[src/sv/msdat_pkg.sv]
// Shared types, constants and helper functions for the daily alarm table.
package msdat_pkg;

	localparam int SLOTS_DEF   = 8;
	localparam int HOURS       = 24;
	localparam int MINUTES     = 60;
	localparam int FIRE_WINDOW = 2;
	localparam int RESET_HOUR  = 5;

	typedef enum logic [1:0] {
		CMD_TICK   = 2'd0,
		CMD_ADD    = 2'd1,
		CMD_DEL    = 2'd2,
		CMD_SNOOZE = 2'd3
	} cmd_t;

	typedef enum logic [1:0] {
		ST_IDLE,
		ST_READ,
		ST_EVAL,
		ST_RESP
	} state_t;

	typedef struct packed {
		logic [4:0] hour;
		logic [5:0] minute;
		logic       en;
		logic       fired;
	} slot_t;

	localparam slot_t RST_SLOT = '{hour: 5'(RESET_HOUR), minute: '0, en: 1'b1, fired: 1'b0};

	// v mod 24: reciprocal 170/4096 underestimates the quotient by at most one
	function automatic logic [4:0] mod24(input logic [7:0] v);
		logic [15:0] p;
		logic [7:0]  q;
		logic [7:0]  r;
		p = 16'(v) * 16'd170;
		q = 8'(p[15:12]);
		r = v - 8'(q * 8'(HOURS));
		if (r >= 8'(HOURS)) begin
			r = r - 8'(HOURS);
		end
		return r[4:0];
	endfunction

	// v mod 60: reciprocal 273/16384, same single correction
	function automatic logic [5:0] mod60(input logic [7:0] v);
		logic [16:0] p;
		logic [7:0]  q;
		logic [7:0]  r;
		p = 17'(v) * 17'd273;
		q = 8'(p[16:14]);
		r = v - 8'(q * 8'(MINUTES));
		if (r >= 8'(MINUTES)) begin
			r = r - 8'(MINUTES);
		end
		return r[5:0];
	endfunction

endpackage

[src/sv/multi_slot_daily_alarm_table.sv]
// Daily alarm table: one RAM of slots walked by a read-modify-write sequencer.
// Add, or a delete with nothing to shift: result in the cycle after accept.
// Tick and snooze: each slot scanned passes through READ then EVAL; the word ends in RESP.
// Delete: the slots above index move down in turn; each slot move is a RAM read then write.
// busy stays high through the done cycle; next word is taken in the cycle after done.
// Reset: one enabled alarm at 05:00 at once via a slot-0 flag, no clearing pass.
module multi_slot_daily_alarm_table
	import msdat_pkg::*;
#(
	parameter int SLOTS = SLOTS_DEF
) (
	input  logic       clk,
	input  logic       arst_n,
	input  logic       start,
	output logic       busy,
	input  logic [1:0] cmd,
	input  logic [4:0] now_hour,
	input  logic [5:0] now_minute,
	input  logic [5:0] now_second,
	input  logic [7:0] new_hour,
	input  logic [7:0] new_minute,
	input  logic [7:0] delete_index,
	input  logic [5:0] snooze_minutes,
	output logic       done,
	output logic       fired,
	output logic       accepted,
	output logic [3:0] count
);

	localparam int IW = (SLOTS > 1) ? $clog2(SLOTS) : 1;
	localparam int TW = $clog2(SLOTS + 1);

	state_t          state_q, state_d;
	cmd_t            cmd_in, cmd_q;
	logic [IW-1:0]   idx_q;
	logic [TW-1:0]   total_q;
	logic [4:0]      hr_q;
	logic [5:0]      mn_q;
	logic [5:0]      snz_q;
	logic            midnight_q, sec_ok_q;
	logic            found_q, fired_q, accepted_q;
	logic            written0_q, use_rst_q;

	logic            we;
	logic [IW-1:0]   waddr, raddr;
	slot_t           wdata, word, tick_word, snz_word;
	logic [$bits(slot_t)-1:0] rdata;

	logic [TW-1:0]   nxt;
	logic            more_scan, more_del, full, del_ok, del_shift, hit, fclr, wrap;
	logic [6:0]      sum;

	assign cmd_in = cmd_t'(cmd);

	msdat_ram #(
		.WIDTH($bits(slot_t)),
		.DEPTH(SLOTS)
	) u_ram (
		.clk  (clk),
		.we   (we),
		.waddr(waddr),
		.wdata(wdata),
		.raddr(raddr),
		.rdata(rdata)
	);

	// slot 0 reads its reset value until it is first written
	assign word = use_rst_q ? RST_SLOT : slot_t'(rdata);

	assign nxt       = TW'(idx_q) + TW'(1);
	assign more_scan = nxt < total_q;
	assign more_del  = (nxt + TW'(1)) < total_q;
	assign full      = total_q >= TW'(SLOTS);
	assign del_ok    = delete_index < 8'(total_q);
	assign del_shift = ({1'b0, delete_index} + 9'd1) < 9'(total_q);

	always_comb begin
		fclr      = midnight_q ? 1'b0 : word.fired;
		hit       = !found_q && word.en && !fclr && (word.hour == hr_q)
			&& (word.minute == mn_q) && sec_ok_q;
		tick_word = word;
		tick_word.fired = fclr | hit;
	end

	always_comb begin
		sum      = {1'b0, word.minute} + {1'b0, snz_q};
		wrap     = sum >= 7'(MINUTES);
		snz_word = word;
		snz_word.fired  = 1'b0;
		snz_word.minute = wrap ? 6'(sum - 7'(MINUTES)) : sum[5:0];
		if (wrap) begin
			snz_word.hour = (word.hour == 5'(HOURS - 1)) ? 5'd0 : word.hour + 5'd1;
		end
	end

	// next state
	always_comb begin
		state_d = state_q;
		unique case (state_q)
			ST_IDLE: begin
				if (start) begin
					unique case (cmd_in)
						CMD_TICK, CMD_SNOOZE: state_d = (total_q == '0) ? ST_RESP : ST_READ;
						CMD_ADD:              state_d = ST_RESP;
						CMD_DEL:              state_d = (del_ok && del_shift) ? ST_READ : ST_RESP;
					endcase
				end
			end
			ST_READ: state_d = ST_EVAL;
			ST_EVAL: begin
				unique case (cmd_q)
					CMD_TICK:   state_d = (more_scan && (midnight_q || !(found_q || hit)))
						? ST_READ : ST_RESP;
					CMD_SNOOZE: state_d = (!word.fired && more_scan) ? ST_READ : ST_RESP;
					CMD_DEL:    state_d = more_del ? ST_READ : ST_RESP;
					CMD_ADD:    state_d = ST_RESP;
				endcase
			end
			ST_RESP: state_d = ST_IDLE;
		endcase
	end

	// outputs and RAM access
	always_comb begin
		busy  = state_q != ST_IDLE;
		done  = state_q == ST_RESP;
		raddr = (cmd_q == CMD_DEL) ? idx_q + IW'(1) : idx_q;
		we    = 1'b0;
		waddr = idx_q;
		wdata = word;
		unique case (state_q)
			ST_IDLE: begin
				waddr = total_q[IW-1:0];
				wdata = '{hour: mod24(new_hour), minute: mod60(new_minute), en: 1'b1,
					fired: 1'b0};
				we    = start && (cmd_in == CMD_ADD) && !full;
			end
			ST_EVAL: begin
				unique case (cmd_q)
					CMD_TICK: begin
						we    = 1'b1;
						wdata = tick_word;
					end
					CMD_SNOOZE: begin
						we    = word.fired;
						wdata = snz_word;
					end
					CMD_DEL: begin
						we    = 1'b1;
						wdata = word;
					end
					CMD_ADD: we = 1'b0;
				endcase
			end
			ST_READ, ST_RESP: we = 1'b0;
		endcase
	end

	assign fired    = fired_q;
	assign accepted = accepted_q;
	assign count    = 4'(total_q);

	always_ff @(posedge clk or negedge arst_n) begin
		if (!arst_n) begin
			state_q    <= ST_IDLE;
			total_q    <= TW'(1);
			written0_q <= 1'b0;
			use_rst_q  <= 1'b0;
			cmd_q      <= CMD_TICK;
			idx_q      <= '0;
			found_q    <= 1'b0;
			fired_q    <= 1'b0;
			accepted_q <= 1'b0;
		end else begin
			state_q    <= state_d;
			written0_q <= written0_q | (we && (waddr == '0));
			use_rst_q  <= (raddr == '0) && !written0_q;
			if (state_q == ST_IDLE && start) begin
				cmd_q      <= cmd_in;
				idx_q      <= (cmd_in == CMD_DEL) ? delete_index[IW-1:0] : '0;
				found_q    <= 1'b0;
				fired_q    <= 1'b0;
				accepted_q <= (cmd_in == CMD_ADD && !full) || (cmd_in == CMD_DEL && del_ok);
				if (cmd_in == CMD_ADD && !full) begin
					total_q <= total_q + TW'(1);
				end else if (cmd_in == CMD_DEL && del_ok && !del_shift) begin
					total_q <= total_q - TW'(1);
				end
			end
			if (state_q == ST_EVAL) begin
				idx_q <= nxt[IW-1:0];
				if (cmd_q == CMD_TICK) begin
					found_q <= found_q | hit;
					fired_q <= found_q | hit;
				end
				if (cmd_q == CMD_DEL && !more_del) begin
					total_q <= total_q - TW'(1);
				end
			end
		end
	end

	// time fields need no reset
	always_ff @(posedge clk) begin
		if (state_q == ST_IDLE && start) begin
			hr_q       <= now_hour;
			mn_q       <= now_minute;
			midnight_q <= (now_hour == '0) && (now_minute == '0) && (now_second == '0);
			sec_ok_q   <= now_second < 6'(FIRE_WINDOW);
			snz_q      <= (snooze_minutes > 6'(MINUTES - 1)) ? 6'(MINUTES - 1) : snooze_minutes;
		end
	end

	a_total_bound: assert property (@(posedge clk) disable iff (!arst_n)
		total_q <= TW'(SLOTS))
		else $error("alarm count above table size");

	a_waddr_range: assert property (@(posedge clk) disable iff (!arst_n)
		we |-> (32'(waddr) < SLOTS))
		else $error("RAM write outside table");

	a_fired_tick: assert property (@(posedge clk) disable iff (!arst_n)
		(done && fired) |-> (cmd_q == CMD_TICK))
		else $error("fire reported for a non-tick word");

	a_accept_busy: assert property (@(posedge clk) disable iff (!arst_n)
		(start && !busy) |=> busy)
		else $error("accepted word did not raise busy");

	a_done_one: assert property (@(posedge clk) disable iff (!arst_n)
		done |=> !done)
		else $error("result strobe longer than one cycle");

endmodule

[src/sv/msdat_ram.sv]
// Generic single-write, single-read RAM with registered read data.
module msdat_ram
	import msdat_pkg::*;
#(
	parameter int WIDTH = $bits(slot_t),
	parameter int DEPTH = SLOTS_DEF,
	localparam int AW   = (DEPTH > 1) ? $clog2(DEPTH) : 1
) (
	input  logic             clk,
	input  logic             we,
	input  logic [AW-1:0]    waddr,
	input  logic [WIDTH-1:0] wdata,
	input  logic [AW-1:0]    raddr,
	output logic [WIDTH-1:0] rdata
);

	logic [WIDTH-1:0] mem [DEPTH];

	always_ff @(posedge clk) begin
		if (we) begin
			mem[waddr] <= wdata;
		end
		rdata <= mem[raddr];
	end

endmodule
[config.mk]
export PLATFORM = sky130hd
export DESIGN_NAME = multi_slot_daily_alarm_table
export DESIGN_NICKNAME = d
export VERILOG_FILES = /design/src/sv/msdat_pkg.sv /design/src/sv/multi_slot_daily_alarm_table.sv /design/src/sv/msdat_ram.sv
export SDC_FILE = /design/constraint.sdc
export NUM_CORES = 1
export LEC_CHECK = 0
export ABC_AREA = 1
export BUFFER_PORTS_ARGS = -buffer_cell sky130_fd_sc_hd__buf_4
export CORE_MARGIN = 1.5
export CORE_UTILIZATION = 30
export DETAILED_ROUTE_END_ITERATION = 8
export GPL_TIMING_DRIVEN = 0
export PLACE_DENSITY = 0.44
export SYNTH_ARGS = -nofsm -noshare
export SYNTH_HDL_FRONTEND = slang
export SYNTH_SLANG_ARGS = --single-unit
export TNS_END_PERCENT = 100
[constraint.sdc]
create_clock -name clk -period 6.4 [get_ports clk]
set_input_delay 0.96 -clock clk [delete_from_list [all_inputs] [get_ports clk]]
set_output_delay 0.96 -clock clk [all_outputs]
set_load 0.02 [all_outputs]
---- Yosys cells after proc, flatten, opt, wreduce, memory -nomap -nowiden ----
Memory sizes are Yosys's and may differ from the RTL's. A register that Yosys moved wholly into a read port is not among the register bits.
Index checks and enable logic that the tools add are counted.
storage, ports and cells
  bits in registers ....................... 35
  memory bits (writable) .................. 104
  input bits .............................. 52
  logic and storage cells ................. 140
  memories kept ........................... 1
cells by class
  add/subtract/negate cells ............... 13
  multiply operators ...................... 4
  order comparisons ....................... 10
  equal/unequal tests ..................... 13
  mux-type cells .......................... 38
  bitwise gates (word level) .............. 3
  reductions and logical operators ........ 44
memories
  memory     words  width  rd ports  clocked after Yosys merged registers in  write ports  line             source
  u_ram.mem  8      13     1         1                                        1            msdat_ram.sv:17  logic [WIDTH-1:0] mem [DEPTH];
operators with widths
  kind                                                                    count
  13-bit case mux with 2 select lines                                     2
  4-bit two-way mux                                                       5
  1-bit logical AND                                                       19
  8-bit by 9-bit multiplier with 17-bit output (second input constant)    1
  2-bit case mux with 4 select lines                                      2
  8-bit subtractor                                                        2
  8-bit by 7-bit multiplier with 15-bit output (second input constant)    1
  3-bit two-way mux                                                       5
  5-bit two-way mux                                                       3
  13-bit two-way mux                                                      1
  2-bit equality test (second input constant)                             6
  6-bit logical NOT                                                       2
  2-bit two-way mux                                                       6
  6-bit two-way mux                                                       2
  6-bit subtractor (second input constant)                                2
  8-bit by 1-bit adder with 9-bit output (second input constant)          1
  9-bit by 4-bit less-than comparator with 1-bit output                   1
  1-bit two-way mux                                                       9
  4-bit by 1-bit adder with 4-bit output (second input constant)          2
  8-bit by 5-bit >= comparator with 1-bit output (second input constant)  1
  8-bit by 6-bit >= comparator with 1-bit output (second input constant)  1
  1-bit logical NOT                                                       8
  4-bit less-than comparator                                              2
  8-bit by 4-bit less-than comparator with 1-bit output                   1
  other kinds (27)                                                        40

---- Logic depth before layout (Yosys ltp) ----
Gate-level depths: netlist of the first run.
  depth after elaboration ................. 14
  gate-level depth with buffers ........... 32

---- Cells and area by module ----
Synthesis of the first run repeated with hierarchy kept, for this count alone.
second synthesis, totals
  cell total of the unflattened synthesis .. 1195
  area total of the unflattened synthesis .. 10013.4 sq um
modules (own cells, without submodules)
  module                        instances  cells an instance  area each (sq um)  seq. area each (sq um)
  multi_slot_daily_alarm_table  1          715                5121.2             972.2
  msdat_ram                     1          480                4892.2             3383.2

---- Worst setup path after synthesis of the first run ----
No wires, ideal clock.
  path kind ............................... input -> register
  from .................................... input port new_hour[1]
  to ...................................... memory u_ram.mem[0][12] (netlist bit) (data pin)
  setup time .............................. 284 ps
  arrival ................................. 5492 ps
  required time ........................... 6116 ps
  slack ................................... 624 ps
  stages .................................. 30
  path buffers ............................ 0
  cell sequence ........................... ha_1 > inv_1 > fa_1 > inv_1 > ha_1 > inv_1 > fa_1 > inv_1 > ha_1 > nand2_1 > nand2_1 > nand2_1 > nand3_1 > xnor2_1 > inv_1 > ha_1 > fa_1 > inv_1 > ha_1 > nand2_1 > o21ai_0 > nand3_1 > nand2_1 > inv_1 > nand2_1 > nand3_1 > nand2_1 > nand2_1 > a21oi_1 > nand2_1
between the ends
  longest elaborated chain between the ends .. 6
RTL lines
  item                                                                                line                                 source
  from (decl)                                                                         multi_slot_daily_alarm_table.sv:20   input logic [7:0] new_hour,
  8-bit by 7-bit multiplier with 15-bit output                                        msdat_pkg.sv:38                      p = 16'(v) * 16'd170;
  4-bit by 2-bit multiplier with 5-bit output                                         msdat_pkg.sv:40                      r = v - 8'(q * 8'(HOURS));
  8-bit subtractor *                                                                  msdat_pkg.sv:40
  8-bit by 5-bit >= comparator with 1-bit output or 5-bit subtractor (tied branches)  msdat_pkg.sv:41, msdat_pkg.sv:42
  5-bit two-way mux *                                                                 msdat_pkg.sv:41                      if (r >= 8'(HOURS)) begin
  13-bit case mux with 2 select lines *                                               multi_slot_daily_alarm_table.sv:131  unique case (state_q)
  named net u_ram.wdata[12]                                                           msdat_ram.sv:12                      input logic [WIDTH-1:0] wdata,
  to (decl)                                                                           msdat_ram.sv:17
The timed path passes the listed nets; every way through them passes the cells marked *.

---- Final worst setup path of the first run ----
  from .................................... input port new_hour[3]
  to ...................................... memory u_ram.mem[1][12] (netlist bit) (data pin)
Same word-level chain as after synthesis.

==> impl_results.md, run 1 <==
- Vias in the first global route: a little over 7k
- Worst-margin pin slew: ~1.3 ns
- Final setup violating endpoints: 0
- Skew-Pair Late Insertion Delay: between 0.4 and 0.5 ns
- Largest net degree at the start of global routing: 29
- Final clock skew: approximately 0.016 ns
- Vert. Die Dim: between 150 and 200 um
- Ports: 60
- PwrDens: between 500 and 600 nW/um2
- Worst rel slew slack: 0.106
- Detail Route Antenna Nets: 0
- Chip width: 182 um
- Placed Area: ~11000 um2
- Post-Route WL: around 25000 um
- Leading area contributor after synthesis: edfxtp_1
- Post-DP HPWL: 19000 um
- Clock slew seen by the registers of the worst setup and hold paths: approximately 0.070 ns
- EDFF count, synth: between 100 and 150
- Synth top area cells: edfxtp_1 39%, ha_1 13%, nand2_1 6.9%
- Post-synth top flop: edfxtp_1
- Seq. cell area: 4360 um2
- Run status: finished, final reports clean
- F_max: approximately 0.17 GHz
- Setup slack after layout: approximately 0.38 ns
- Maxcap violations: 0
- Fin crit period: around 6 ns
- Buf/Inv on CP: 8
- IO Port Bufs: between 50 and 60
- Yosys top cell area share: 0.386
- Mapped Area: approximately 9600 um2
- Longest Clk Path Bufs: 2
- DRC Markers: 0
- Layout cell share with drive strength beyond 1: 0.128
- Synth Net Count: around 1.2k
- Area growth from synthesis to layout: 16.3%
- # fillers: about 3.2k
- #FFs+latches synth: ~150
- Core Box Area: 31500 um2
- Row count: between 60 and 70
- Antenna cells: 0
- Routed wire per std cell: 16.4 um
- Synth Warn #: 0
- Syn Inst Count: about 1.0k
- Leak Pwr: roughly 4.9 nW
- Footprint of the multi-input gates: about 4600 um2
- Final Wtd Congestion: a little over 0.8
- GRT overflow: 0
- Slowest cell on the critical path: fa_1
- Hold Crit Class: input pin to async pin
- Crit Path Max Fanout: 8
- Fin area: approximately 11000 um2
- Arrival @ worst endpoint: ~6 ns
- Netlist cell types: 53
- Net count, final: around 1.3k
- CP top delay family: adder cells
- CP most frequent cell: nand2_1
- First-pass GRT wire length: slightly below 40000 um
- Synthesized area per cell: approximately 9.3 um2
- Crit start category: input pin
- VDD IR max: slightly above 200 uV
- Critical path required time: 6.54 ns
- Worst setup EP type: register
- Vias per Instance: 4.71
- Hold Fails Final Rpt: 0
- Die area: between 30000 and 40000 um2
- Root Buffer: clkbuf_16
- Vias: about 7.2k
- Drt first-iter violations: 385
- First drt pass iteration count: 5
- CTS tree: done
- Crit share post-route: 0.940
- Total global-route track usage: 0.157
- CTS buffer count: 17
- Initial Utilization: 0.304
- Clock Sinks: roughly 150
- Crit Path Class: input pin to register
- Setup repair bufs after CTS: 0
- Share of synthesized registers carrying an async set or reset: 0.105
- RSZ-0062 raised after global routing: false
- H-tree depth: 4
- Max-slew violations: 0
- Initial antenna violation count: 1
- CP max stage delay: 0.55 ns
- Dpl ws: -0.301 ns
- Sequential area share after synthesis: 0.455
## through the flow
stage                     setup TNS (ns)   util  total power [mW]  std cells  hold WS, ns
after floorplan                        0      -              3.69       1027        0.403
after global placement             -4.81  0.334              4.71       1488        0.458
after detailed placement           -4.25  0.335              4.71       1490        0.465
after CTS                              0  0.352              5.70       1522        0.402
after global routing                   0  0.353              6.13       1524        0.408
final                                  0  0.353              5.65       1524        0.408
## path summary, 6_finish.rpt
kind / slack, ns / cells after the start / end / start
worst max-delay path: 0.38 / 31 / u_ram.mem[1][12] / new_hour[3]
worst min-delay path: 0.41 / 1 / count[1] / arst_n
worst max register to register: 3.01 / 15 / u_ram.mem[4][5] / use_rst_q
worst min register to register: 0.49 / 1 / written0_q / written0_q
max in group asynchronous: 5.72 / 1 / count[0] / arst_n
min in group clk: 0.49 / 1 / written0_q / written0_q
## Yosys cell counts, types with 2 or more instances
master and n:
o22ai_1 15, dfrtp_1 15, nand3b_1 3, o211ai_1 4, buf_2 11, nor4_1 5
o21ai_1 10, nand4_1 14, buf_4 2, or2_1 2, nor3_1 7, nand2_1 176
a41oi_1 2, ha_1 97, clkbuf_2 2, xnor2_1 10, o21ai_0 68, nor2_1 87
nand2_2 6, dfxtp_1 13, fa_1 14, nand2_4 2, o221ai_1 4, a22oi_1 2
nand3_2 3, a31oi_1 14, or2_2 3, nor2_4 2, inv_1 135, clkbuf_1 9
a21oi_1 32, nand3_1 68, inv_2 6, xor2_1 17, o21bai_1 27, edfxtp_1 123
## where the power goes
| part | switching, mW | internal [mW] |
|---|---|---|
| clock network | 0.450 | 0.513 |
| logic | 2.13 | 0.991 |
| registers | 0.0961 | 1.48 |
## timing repair
item                                    in CTS  in global routing
gates resized for setup                      0                  3
hold buffers                                 0                  0
endpoints found under the setup margin       0                 16
## layer usage
metal | routed length (um) | global-route usage
met4 | 316 | 0.0393
met2 | 11800 | 0.263
met3 | 873 | 0.0225
met5 | 0 | 0
met1 | 12100 | 0.214
## state kept, by name, summed over array words and instances (netlist names)
| signal | count |
|---|---|
| u_ram.mem | 104 |
| u_ram.rdata | 13 |
| mn_q | 6 |
| snz_q | 6 |
| hr_q | 5 |
| count | 4 |
| idx_q | 3 |
| cmd_q | 2 |
| state_q | 2 |
| accepted | 1 |
| fired | 1 |
| found_q | 1 |
| midnight_q | 1 |
| sec_ok_q | 1 |
| use_rst_q | 1 |
| written0_q | 1 |
## cell families (layout without fill, tap and decap cells)
kind of cell               Yosys count  after routing  synth area share
DFF                                152            152             0.455
AOI/OAI and AO/OA                  186            186             0.116
xor gates and xnor gates            28             28            0.0264
and+or+nand+nor                    383            383             0.177
buffers and inverters              167            262            0.0690
adders and majority gates          111            111             0.156
## cell type report
type,instances,share of cell area
clock inverter,15,0.0120
tap,402,0.0452
inverter,142,0.0481
buffer,25,0.0112
timing repair buffer,63,0.0435
multi-input combinational,708,0.410
clock buffer,17,0.0382
sequential,152,0.391
## cell usage in the layout, fill, tap and decap left out, types with 17 or more instances in the layout
cell type,netlist,routed
a21oi_1,32,32
buf_4,2,62
clkbuf_16,0,17
edfxtp_1,123,123
ha_1,97,97
inv_1,135,135
nand2_1,176,175
nand3_1,68,67
nor2_1,87,86
o21ai_0,68,67
o21bai_1,27,27
xor2_1,17,17
## worst reg2reg max path, stage by stage (launching register included)
cell and delay (ns):
dfrtp_1 0.41, inv_2 0.06, buf_6 0.15, nand2_1 0.15, inv_1 0.06, ha_1 0.21
fa_1 0.44, xor2_2 0.29, ha_1 0.26, nand3_1 0.09, nand2_1 0.08, nand3_2 0.10
nand2_4 0.16, inv_4 0.07, o211ai_1 0.15, nand3_1 0.33
Power figures use the tool's default switching activity.
==> inputs of run 2 (changes only) <==
==> constraint.sdc (replaced) <==
create_clock -name clk -period 7.17 [get_ports clk]
set_input_delay 1.0755 -clock clk [delete_from_list [all_inputs] [get_ports clk]]
set_output_delay 1.0755 -clock clk [all_outputs]
set_load 0.02 [all_outputs]
==> impl_results.md, run 2 (synthesis results as in run 1) <==
- DRC Markers: 0
- Hold buffers post-CTS: 0
- Post-CTS sizing: 0
- RSZ-0062 raised after global routing: false
- Total power: slightly above 5 mW
- Slowest cell on the critical path: fa_1
- Net count, final: around 1.3k
- Buf/Inv on CP: 7
- Vias: 7179
- Post-DP HPWL: 19000 um
- Vias in the first global route: 7243
- CTS tree: done
- First drt pass iteration count: 5
- Vert. Die Dim: approximately 180 um
- Crit start category: input pin
- Routed wire per std cell: 16.4 um
- IO Port Bufs: ~60
- Core Box Area: about 31000 um2
- Crit path from: new_hour[3]
- Total global-route track usage: 0.157
- Area growth from synthesis to layout: 16.2%
- Reg with most FFs: u_ram.mem
- Max FFs per register: approximately 100
- Die area: ~33000 um2
- Drt first-iter violations: 384
- Final setup violating endpoints: 0
- Worst Hold Depth: 1
- Setup_tns: 0 ns
- VDD IR max: 181 uV
- Clock slew seen by the registers of the worst setup and hold paths: about 0.060 ns
- Commonest non-fill, non-tap cell in the layout: nand2_1
- Critical path required time: slightly above 7 ns
- Crit Path Class: input pin to register
- Commonest cells after routing, fill and taps aside: 176 x nand2_1, 135 x inv_1, 123 x edfxtp_1, 97 x ha_1, 86 x nor2_1
- Initial antenna violation count: 1
- Setup slack after layout: approximately 0.85 ns
- Fin crit period: approximately 6.3 ns
- Placed instance count: ~1.5k
- Hold Crit Endpoint: written0_q
- Worst-margin pin slew: between 1 and 1.5 ns
- Placed Area: between 10000 and 15000 um2
- Maxcap violations: 0
- Detail Route Antenna Nets: 0
- Fin area: around 11000 um2
- Setup repair bufs after CTS: 0
- Reg2reg end: u_ram.mem[5][11]
- Largest net degree at the start of global routing: 29
- Run status: finished, final reports clean
- PwrDens: 453 nW/um2
- CP top delay family: adder cells
- Worst setup EP type: register
- Final clock skew: about 0.016 ns
- Layout cell share with drive strength beyond 1: 0.127
- Ports: 60
- RR Startpoint: use_rst_q
- Regs by FF count: u_ram.mem (104), u_ram.rdata (13)
- Dpl ws: 0.353 ns
- Longest Clk Path Bufs: 2
- Hold Crit Class: register to register
- Crit share post-route: 0.881
- Post-Route WL: about 25000 um
- Finished Core Util: 0.353
- CP max stage delay: 0.55 ns
- Skew-Pair Late Insertion Delay: 0.43 ns
- Max-slew violations: 0
- Chip width: 182 um
- Leak Pwr: 4.91 nW
- Worst R2R Path Depth: 17
- CTS buffer count: 17
- Final Wtd Congestion: approximately 0.82
- Hold_sp: written0_q
- Arrival @ worst endpoint: between 6 and 7 ns
- Worst rel slew slack: 0.121
- Root Buffer: clkbuf_16
- Initial Utilization: 0.304
- Layout Cells excl Fill: ~1.5k
- Antenna cells: 0
- Hold Fails Final Rpt: 0
- FF-to-FF setup slack: around 3.7 ns
- Hold Slack: between 0.4 and 0.5 ns
- GRT overflow: 0
- Crit Path Max Fanout: 8
- Row count: 65
- Vias per Instance: ~4.7
- Clock Sinks: between 150 and 200
- First-pass GRT wire length: 39800 um
- F_max: approximately 0.16 GHz
- H-tree depth: 4
-- run 2: cell counts in the layout (fill, tap and decap cells not counted) --
No cell type changed its count.
-- run 2: worst max path at each step --
stage / cells after the start / end / slack [ns]
after floorplan: 30 / u_ram.mem[0][12] / 1.28
after global placement: 29 / u_ram.mem[2][11] / 0.35
after global routing: 29 / u_ram.mem[5][11] / 0.49
after CTS: 29 / u_ram.mem[6][11] / 0.81
after detailed placement: 29 / u_ram.mem[0][11] / 0.35
final: 29 / u_ram.mem[5][11] / 0.85
-- run 2: area by class of cell --
cell class	instances	area (um2)
flip-flops and latches	152	4360
plain buffers	25	125
inverters	142	536
repair buffers	63	484
fillers	3227	20400
well taps	402	503
clock inverters	15	134
clock buffers	17	425
multi-input cells	708	4560
-- run 2: worst register-to-register path: stages (launching register included) --
cell	delay, ns
dfrtp_1	0.41
inv_2	0.06
buf_6	0.15
nand2_1	0.15
inv_1	0.06
ha_1	0.21
fa_1	0.44
xor2_2	0.29
ha_1	0.26
nand3_1	0.09
nand2_1	0.08
nand3_2	0.10
nand2_4	0.16
o21ai_0	0.11
nand3_1	0.08
nand2_1	0.05
nand2_1	0.06
nand3_1	0.31
-- run 2: routing by layer --
metal / GRT usage / part of all wire / up-vias
li1: - / - / 3681
met1: 0.214 / 0.48 / 3352
met2: 0.263 / 0.47 / 128
met3: 0.0225 / 0.033 / 18
met4: 0.0393 / 0.013 / 0
met5: 0 / 0 / -
-- run 2: power breakdown --
| group | switching (mW) | internal (mW) | leakage, nW |
|---|---|---|---|
| clock | 0.401 | 0.458 | 0.275 |
| sequential | 0.0863 | 1.32 | 1.43 |
| combinational | 1.90 | 0.879 | 3.21 |
| total | 2.38 | 2.66 | 4.91 |
==> inputs of run 3 (changes only) <==
--- a/config.mk
+++ b/config.mk
@@ -7,6 +7,7 @@
 export LEC_CHECK = 0
 export ABC_AREA = 1
 export BUFFER_PORTS_ARGS = -buffer_cell sky130_fd_sc_hd__buf_4
+export CORE_ASPECT_RATIO = 0.8
 export CORE_MARGIN = 1.5
 export CORE_UTILIZATION = 30
 export DETAILED_ROUTE_END_ITERATION = 8
==> constraint.sdc (replaced) <==
create_clock -name clk -period 6.8 [get_ports clk]
set_input_delay 1.02 -clock clk [delete_from_list [all_inputs] [get_ports clk]]
set_output_delay 1.02 -clock clk [all_outputs]
set_load 0.02 [all_outputs]
==> impl_results.md, run 3 (synthesis results as in run 1) <==
- Crit path from: new_hour[1]
- Worst-margin pin slew: ~1.3 ns
- Post-Route WL: 25000 um
- Crit share post-route: 0.923
- VDD IR max: 196 uV
- Worst rel slew slack: 0.161
- Row count: 58
- Max-slew violations: 0
- Ports: 60
- Vias in the first global route: a little over 7k
- Regs by FF count: u_ram.mem (104), u_ram.rdata (13)
- CTS tree: done
- Total global-route track usage: 0.158
- Critical path required time: a little under 7 ns
- Leak Pwr: approximately 5 nW
- Clock slew seen by the registers of the worst setup and hold paths: around 0.060 ns
- Final setup violating endpoints: 0
- Area growth from synthesis to layout: 16.2%
- First-pass GRT wire length: a little under 40000 um
- RSZ-0062 raised after global routing: false
- Drt first-iter violations: about 380
- PwrDens: 469 nW/um2
- Dpl ws: 0.0586 ns
- Internal Pwr Total: about 2.8 mW
- Run status: finished, final reports clean
- Final Wtd Congestion: ~0.8
- CP max stage delay: 0.56 ns
- Final clock skew: 0.0121 ns
- Combinational share of power: 0.545
- Core Box Area: between 30000 and 40000 um2
- Detail Route Antenna Nets: 0
- Crit Path Max Fanout: 8
- Skew-Pair Late Insertion Delay: about 0.43 ns
- IO Port Bufs: slightly below 60
- Maxcap violations: 0
- Net Sw Power: roughly 2.4 mW
- Clock group share of total power: 0.171
- Max FFs per register: about 100
- GRT overflow: 0
- Sw frac: 0.455
- Vias per Instance: around 4.7
- Initial antenna violation count: 0
- Flop pwr share: 0.284
- Hold Crit Class: register to register
- Crit Path Class: input pin to register
- Initial Utilization: 0.305
- H-tree depth: 4
- Commonest cells after routing, fill and taps aside: 176 x nand2_1, 135 x inv_1, 123 x edfxtp_1, 97 x ha_1, 84 x nor2_1
- Reg with most FFs: u_ram.mem
- Hold buffers post-CTS: 0
- Root Buffer: clkbuf_16
- CTS buffer count: 17
- Antenna cells: 0
- Net count, final: roughly 1.3k
- Setup_tns: 0 ns
- Vias: just over 7k
- First drt pass iteration count: 5
- Post-DP HPWL: 19500 um
- Crit start category: input pin
- Routed wire per std cell: roughly 16 um
- Longest Clk Path Bufs: 2
- Chip width: 203 um
- Vert. Die Dim: approximately 160 um
- Slowest cell on the critical path: fa_1
- Fin crit period: roughly 6.3 ns
- Hold_sp: written0_q
- Setup slack after layout: 0.524 ns
- F_max: about 0.16 GHz
- Finished Core Util: 0.354
- Hold Fails Final Rpt: 0
- DRC Markers: 0
- Die area: around 33000 um2
- Commonest non-fill, non-tap cell in the layout: nand2_1
- Arrival @ worst endpoint: between 6 and 7 ns
- Total power: 5.22 mW
- Worst setup EP type: register
- Setup repair bufs after CTS: 0
- RR Startpoint: use_rst_q
- Layout cell share with drive strength beyond 1: 0.122
- Clock Sinks: 152
- Post-CTS sizing: 0
- Largest net degree at the start of global routing: 29
- CP most frequent cell: nand2_1
run 3: cell count changes in the layout (fill, tap and decap cells not counted), sizes merged:
cell / change
inv: -8
clkbuf: +7
buf: -2
bufinv: +1
run 3: final timing paths:
check	end	slack, ns	depth (start not counted)
min reg2reg	use_rst_q	0.43	1
min	use_rst_q	0.43	1
min in group asynchronous	idx_q[2]	0.47	1
max in group asynchronous	count[0]	6.06	1
max	u_ram.mem[4][12]	0.52	31
max reg2reg	u_ram.mem[7][10]	3.42	17
run 3: power groups by stage:
| stage | Combinational (mW) | Sequential [mW] | Clock (mW) |
|---|---|---|---|
| after floorplan | 2.00 | 1.48 | 0 |
| after global placement | 2.87 | 1.50 | 0 |
| after detailed placement | 2.88 | 1.50 | 0 |
| after CTS | 2.89 | 1.48 | 0.914 |
| after global routing | 3.26 | 1.50 | 0.952 |
| final | 2.84 | 1.48 | 0.894 |
run 3: worst max-delay path, delay by kind of cell:
kind | cells | cell delay [ns]
buf+inv | 7 | 0.52
xor+xnor | 2 | 0.31
simple gates | 12 | 1.14
fa+ha+maj | 8 | 2.96
compound gates | 2 | 0.35
run 3: metrics by stage:
step / cells / hold WS (ns) / instance area [um2]
floorplan: 1027 / 0.403 / 9570
CTS: 1540 / 0.438 / 11100
finish: 1540 / 0.433 / 11100
global route: 1540 / 0.454 / 11100
global placement: 1506 / 0.433 / 10500
detailed placement: 1508 / 0.434 / 10600
run 3: per-layer routing:
| layer | wire length [um] | track usage | up-vias | part of all wire |
|---|---|---|---|---|
| met3 | 663 | 0.0268 | 15 | 0.027 |
| met1 | 13100 | 0.228 | 3416 | 0.53 |
| met4 | 283 | 0.0391 | 0 | 0.011 |
| li1 | - | - | 3681 | - |
| met2 | 10900 | 0.246 | 99 | 0.44 |
| met5 | 0 | 0 | - | 0 |
run 3: area by class of cell:
cell class	instances	area (um2)
fillers	3250	20300
multi-input cells	708	4560
flip-flops and latches	152	4360
inverters	142	536
well taps	420	526
clock buffers	24	473
repair buffers	61	465
plain buffers	25	125
clock inverters	8	75.1
